==> src/design/bmhq_pkg.sv <==
// ----------------------------------------------------------------------------
// bmhq_pkg
// Types and codes shared by the heap queue controller, datapath and top.
// ----------------------------------------------------------------------------
`default_nettype none

package bmhq_pkg;

	localparam int KEY_W  = 32;
	localparam int CNT_W  = 32;
	localparam int HELD_W = 8;

	localparam logic REQ_INSERT  = 1'b0;
	localparam logic REQ_EXTRACT = 1'b1;

	typedef logic signed [KEY_W-1:0] key_t;

	// controller -> datapath
	typedef struct packed {
		logic accept;
		logic up;
		logic ext_ld;
		logic down;
		logic load_out;
	} dp_cmd_t;

	// datapath -> controller
	typedef struct packed {
		logic full;
		logic empty;
		logic up_done;
		logic down_done;
	} dp_status_t;

	typedef struct packed {
		key_t              min_key;
		logic              key_valid;
		logic              insert_dropped;
		logic [HELD_W-1:0] entries_held;
		logic [CNT_W-1:0]  sift_visits;
	} result_t;

endpackage

`default_nettype wire

==> src/design/bmhq_ctrl.sv <==
// ----------------------------------------------------------------------------
// bmhq_ctrl
// Sequencer for one heap request: sift-up or sift-down loop if needed, then result.
// ----------------------------------------------------------------------------
`default_nettype none

module bmhq_ctrl (
	input  wire logic                 clk,
	input  wire logic                 arst_n,
	input  wire logic                 in_valid,
	input  wire logic                 in_req_type,
	output logic                      in_ready,
	output logic                      out_valid,
	input  wire logic                 out_ready,
	output bmhq_pkg::dp_cmd_t         cmd,
	input  wire bmhq_pkg::dp_status_t status
);
	import bmhq_pkg::*;

	typedef enum logic [4:0] {
		ST_IDLE   = 5'b00001,
		ST_UP     = 5'b00010,
		ST_EXT_LD = 5'b00100,
		ST_DOWN   = 5'b01000,
		ST_FIN    = 5'b10000
	} state_t;

	state_t state_q, state_d;
	logic   out_valid_q;
	logic   accept;
	logic   load;

	assign in_ready  = (state_q == ST_IDLE);
	assign accept    = in_valid && in_ready;
	assign load      = (state_q == ST_FIN) && (!out_valid_q || out_ready);
	assign out_valid = out_valid_q;

	always_comb begin
		cmd          = '0;
		cmd.accept   = accept;
		cmd.up       = (state_q == ST_UP);
		cmd.ext_ld   = (state_q == ST_EXT_LD);
		cmd.down     = (state_q == ST_DOWN);
		cmd.load_out = load;
	end

	always_comb begin
		state_d = state_q;
		case (state_q)
			ST_IDLE: begin
				if (accept) begin
					if (in_req_type == REQ_EXTRACT) begin
						state_d = status.empty ? ST_FIN : ST_EXT_LD;
					end else begin
						state_d = status.full ? ST_FIN : ST_UP;
					end
				end
			end
			ST_UP: begin
				if (status.up_done) state_d = ST_FIN;
			end
			ST_EXT_LD: begin
				// the last key just left: nothing to sift
				state_d = status.empty ? ST_FIN : ST_DOWN;
			end
			ST_DOWN: begin
				if (status.down_done) state_d = ST_FIN;
			end
			ST_FIN: begin
				if (load) state_d = ST_IDLE;
			end
			default: state_d = ST_IDLE;
		endcase
	end

	always_ff @(posedge clk or negedge arst_n) begin
		if (!arst_n) begin
			state_q     <= ST_IDLE;
			out_valid_q <= 1'b0;
		end else begin
			state_q <= state_d;
			if (load) begin
				out_valid_q <= 1'b1;
			end else if (out_ready) begin
				out_valid_q <= 1'b0;
			end
		end
	end

endmodule

`default_nettype wire

==> config.mk <==
export PLATFORM = sky130hd
export DESIGN_NAME = bmhq_ctrl
export DESIGN_NICKNAME = d
export VERILOG_FILES = /design/src/design/bmhq_pkg.sv /design/src/design/bmhq_ctrl.sv
export SDC_FILE = /design/constraint.sdc
export NUM_CORES = 1
export LEC_CHECK = 0
export ABC_AREA = 1
export BUFFER_PORTS_ARGS = -buffer_cell sky130_fd_sc_hd__buf_2
export CORE_AREA = 2 2 39 41
export CTS_CLUSTER_SIZE = 16
export DETAILED_ROUTE_END_ITERATION = 10
export DIE_AREA = 0 0 41 43
export GPL_ROUTABILITY_DRIVEN = 0
export RECOVER_POWER = 50
export SETUP_SLACK_MARGIN = 0.02
export SKIP_LAST_GASP = 1
export SYNTH_ARGS = -nofsm -noshare
export SYNTH_HDL_FRONTEND = slang
export SYNTH_SLANG_ARGS = --single-unit
==> constraint.sdc <==
create_clock -name clk -period 1.58 [get_ports clk]
set_input_delay 0.079 -clock clk [delete_from_list [all_inputs] [get_ports clk]]
set_output_delay 0.079 -clock clk [all_outputs]
set_load 0.03 [all_outputs]
==> flow_summary.json <==
{
  "drive_gt1_share_pct": 33.0,
  "ir_drop_mv": 0.651,
  "yosys.area.top_type": "dfrtp_1",
  "finalHoldViolations": 0,
  "r2r-end": "state_q[1]$_DFFE_PN0P_",
  "routed_wl_mm": 1.02,
  "layout_commonest_cell": "nand2_1",
  "gr-usage-met1_pct": 19.3,
  "n_antenna_cell": 0,
  "use_met2_pct": 20.9,
  "timing.hold.ws_ns": 0.0183,
  "syn-cell-area_um2": 457,
  "final_area_um2": 578,
  "die_area_um2": 1760,
  "cts.sinks": 6,
  "drc": 0,
  "area_growth_pct": 26.6,
  "routedWlPerCell_um": 9.76,
  "outcome": "finished clean",
  "rsz0062_at_grt": "no",
  "worstSetupEndpointType": "primary output",
  "ios": 16,
  "fin_util_pct": 41.8,
  "grt_use_met3_pct": 6.28,
  "finalSetupViolations": 0,
  "setup_tns_ns": 0,
  "yosysWarnings": 0,
  "syn_nets": 78,
  "clockBufferDepth": 2,
  "die_w_um": 41,
  "fmax_mhz": 676,
  "r2r-start": "state_q[0]$_DFFE_PN1P_",
  "synth.top_cell.area_share_pct": 27.4,
  "synth.distinct_cells": 16,
  "fin_crit_sh_pct": 93.6,
  "hp-class": "in2reg",
  "min_period_ns": 1.48,
  "clock_skew_ns": 0.0130,
  "placedCellCount": 98,
  "ant_nets": 0,
  "p_per_area_nw_per_um2": 1660,
  "htreeDepth": 1,
  "synthTopCellsByArea": "dfrtp_1 (27%), nand2_1 (13%), inv_1 (9.0%)",
  "crit_buf_inv": 2,
  "crit_slowest_cell": "dfstp_2",
  "synth-seq-area-share_pct": 33.2,
  "drt_iter0_drc": 10,
  "rrSetupSlack_ns": 0.30,
  "clk_pin_slew_ns": 0.06,
  "vias_per_cell": 4.62,
  "critPathLaunchType": "flop",
  "numPortBuffers": 15,
  "syn_inst": 69,
  "grt_pass1_wl_mm": 1.66,
  "synth-seq-cells": 6,
  "cp.depth": 5,
  "floorplan.initialDensity_pct": 33.0,
  "cap_violations": 0,
  "grt.busiest_layer": "met2",
  "cp_max_fo": 4,
  "p_leak_nw": 0.341,
  "final_cells": 104,
  "nNetsFinal": 98,
  "insertion_delay_ns": 0.26,
  "antenna_found_initial": 0,
  "cts_inserted_buffers": 3,
  "worstPathRequired_ns": 1.50,
  "grt_max_degree": 9,
  "groute.usage.overall_pct": 14.5,
  "fp-row-count": 14,
  "drtPass1Iterations": 4,
  "maxSlewHeadroom_pct": 76.3,
  "crit_end": "cmd[4]",
  "cts_root_buf": "clkbuf_4",
  "crit_type": "reg2out",
  "hpwl_um": 807,
  "grt_pass1_vias": 392,
  "worst_pin_slew_ns": 0.357,
  "grt_overflow": 0,
  "cts_tree": "yes",
  "crit_start": "state_q[0]$_DFFE_PN1P_",
  "reg2reg_depth": 7,
  "layout_common_cells": "nand2_1 (16), buf_2 (13), nor2_1 (11)",
  "vias": 480,
  "maxSlewViolCount": 0,
  "coreArea_um2": 1380,
  "arrival_ns": 1.40,
  "path_delay_family": "flip-flops",
  "placed_cell_area_um2": 537,
  "die_h_um": 43,
  "slowest_delay_ns": 0.56,
  "path_cells": "inv_2 -> nor2_2 -> nand2_2 -> nor2_1 -> buf_2",
  "syn_area_per_cell_um2": 6.62
}
-- power breakdown --
group	leakage (nW)	internal (mW)	switching (mW)
sequential	0.0785	0.210	0.0500
clock	0.0150	0.0962	0.0650
combinational	0.247	0.166	0.370
-- Yosys cell counts, drive strengths merged --
master,number
nand2,18
buf,2
nor3,2
nor2,15
nand3,5
dfrtp,5
inv,13
o21ai,3
dfstp,1
nand4,5
-- timing repair --
item,CTS,global route
buffers inserted,0,1
endpoints found under the hold margin,6,0
resized for setup,0,1
hold buffers,1,0
setup endpoints to repair,0,2
-- registers in the layout, indices dropped and copies added (netlist names) --
name and cells:
out_valid 1, state_q 5
-- area by class of cell --
cell class,count,area (µm²)
Clock buffer,4,26.3
Inverter,13,48.8
Fill cell,159,806
Tap cell,16,20.0
Multi-Input combinational cell,48,241
Sequential cell,6,151
Timing Repair Buffer,17,90.1
-- per-layer routing --
layer  wire [µm]  vias up
li1            -      252
met5           0        -
met2         465       18
met1         460      208
met3          75        2
met4          14        0
-- per-stage QoR --
stage	total power, mW	worst slack (ns)
3_5_place_dp	0.789	0.304
2_1_floorplan	0.684	0.161
3_3_place_gp	0.788	0.327
4_1_cts	0.955	0.0837
6_report	0.958	0.101
5_1_grt	1.05	0.0227
-- how the worst min path moves through the flow --
stage	startpoint	end	slack, ns	depth (start not counted)
6_report	out_ready	out_valid$_DFFE_PN0P_	0.02	2
5_1_grt	out_ready	out_valid$_DFFE_PN0P_	0.04	2
4_1_cts	out_ready	out_valid$_DFFE_PN0P_	0.02	2
3_5_place_dp	arst_n	out_valid$_DFFE_PN0P_	-0.09	1
3_3_place_gp	arst_n	out_valid$_DFFE_PN0P_	-0.09	1
2_1_floorplan	arst_n	out_valid$_DFFE_PN0P_	-0.22	0
-- logic make-up after synthesis --
family	share of synthesized area, %
DFF	33.2
AOI/OAI and AO/OA	3.29
and+or+nand+nor	49.6
buffers and inverters	14.0
No activity file was read; power rests on OpenSTA's default activity.
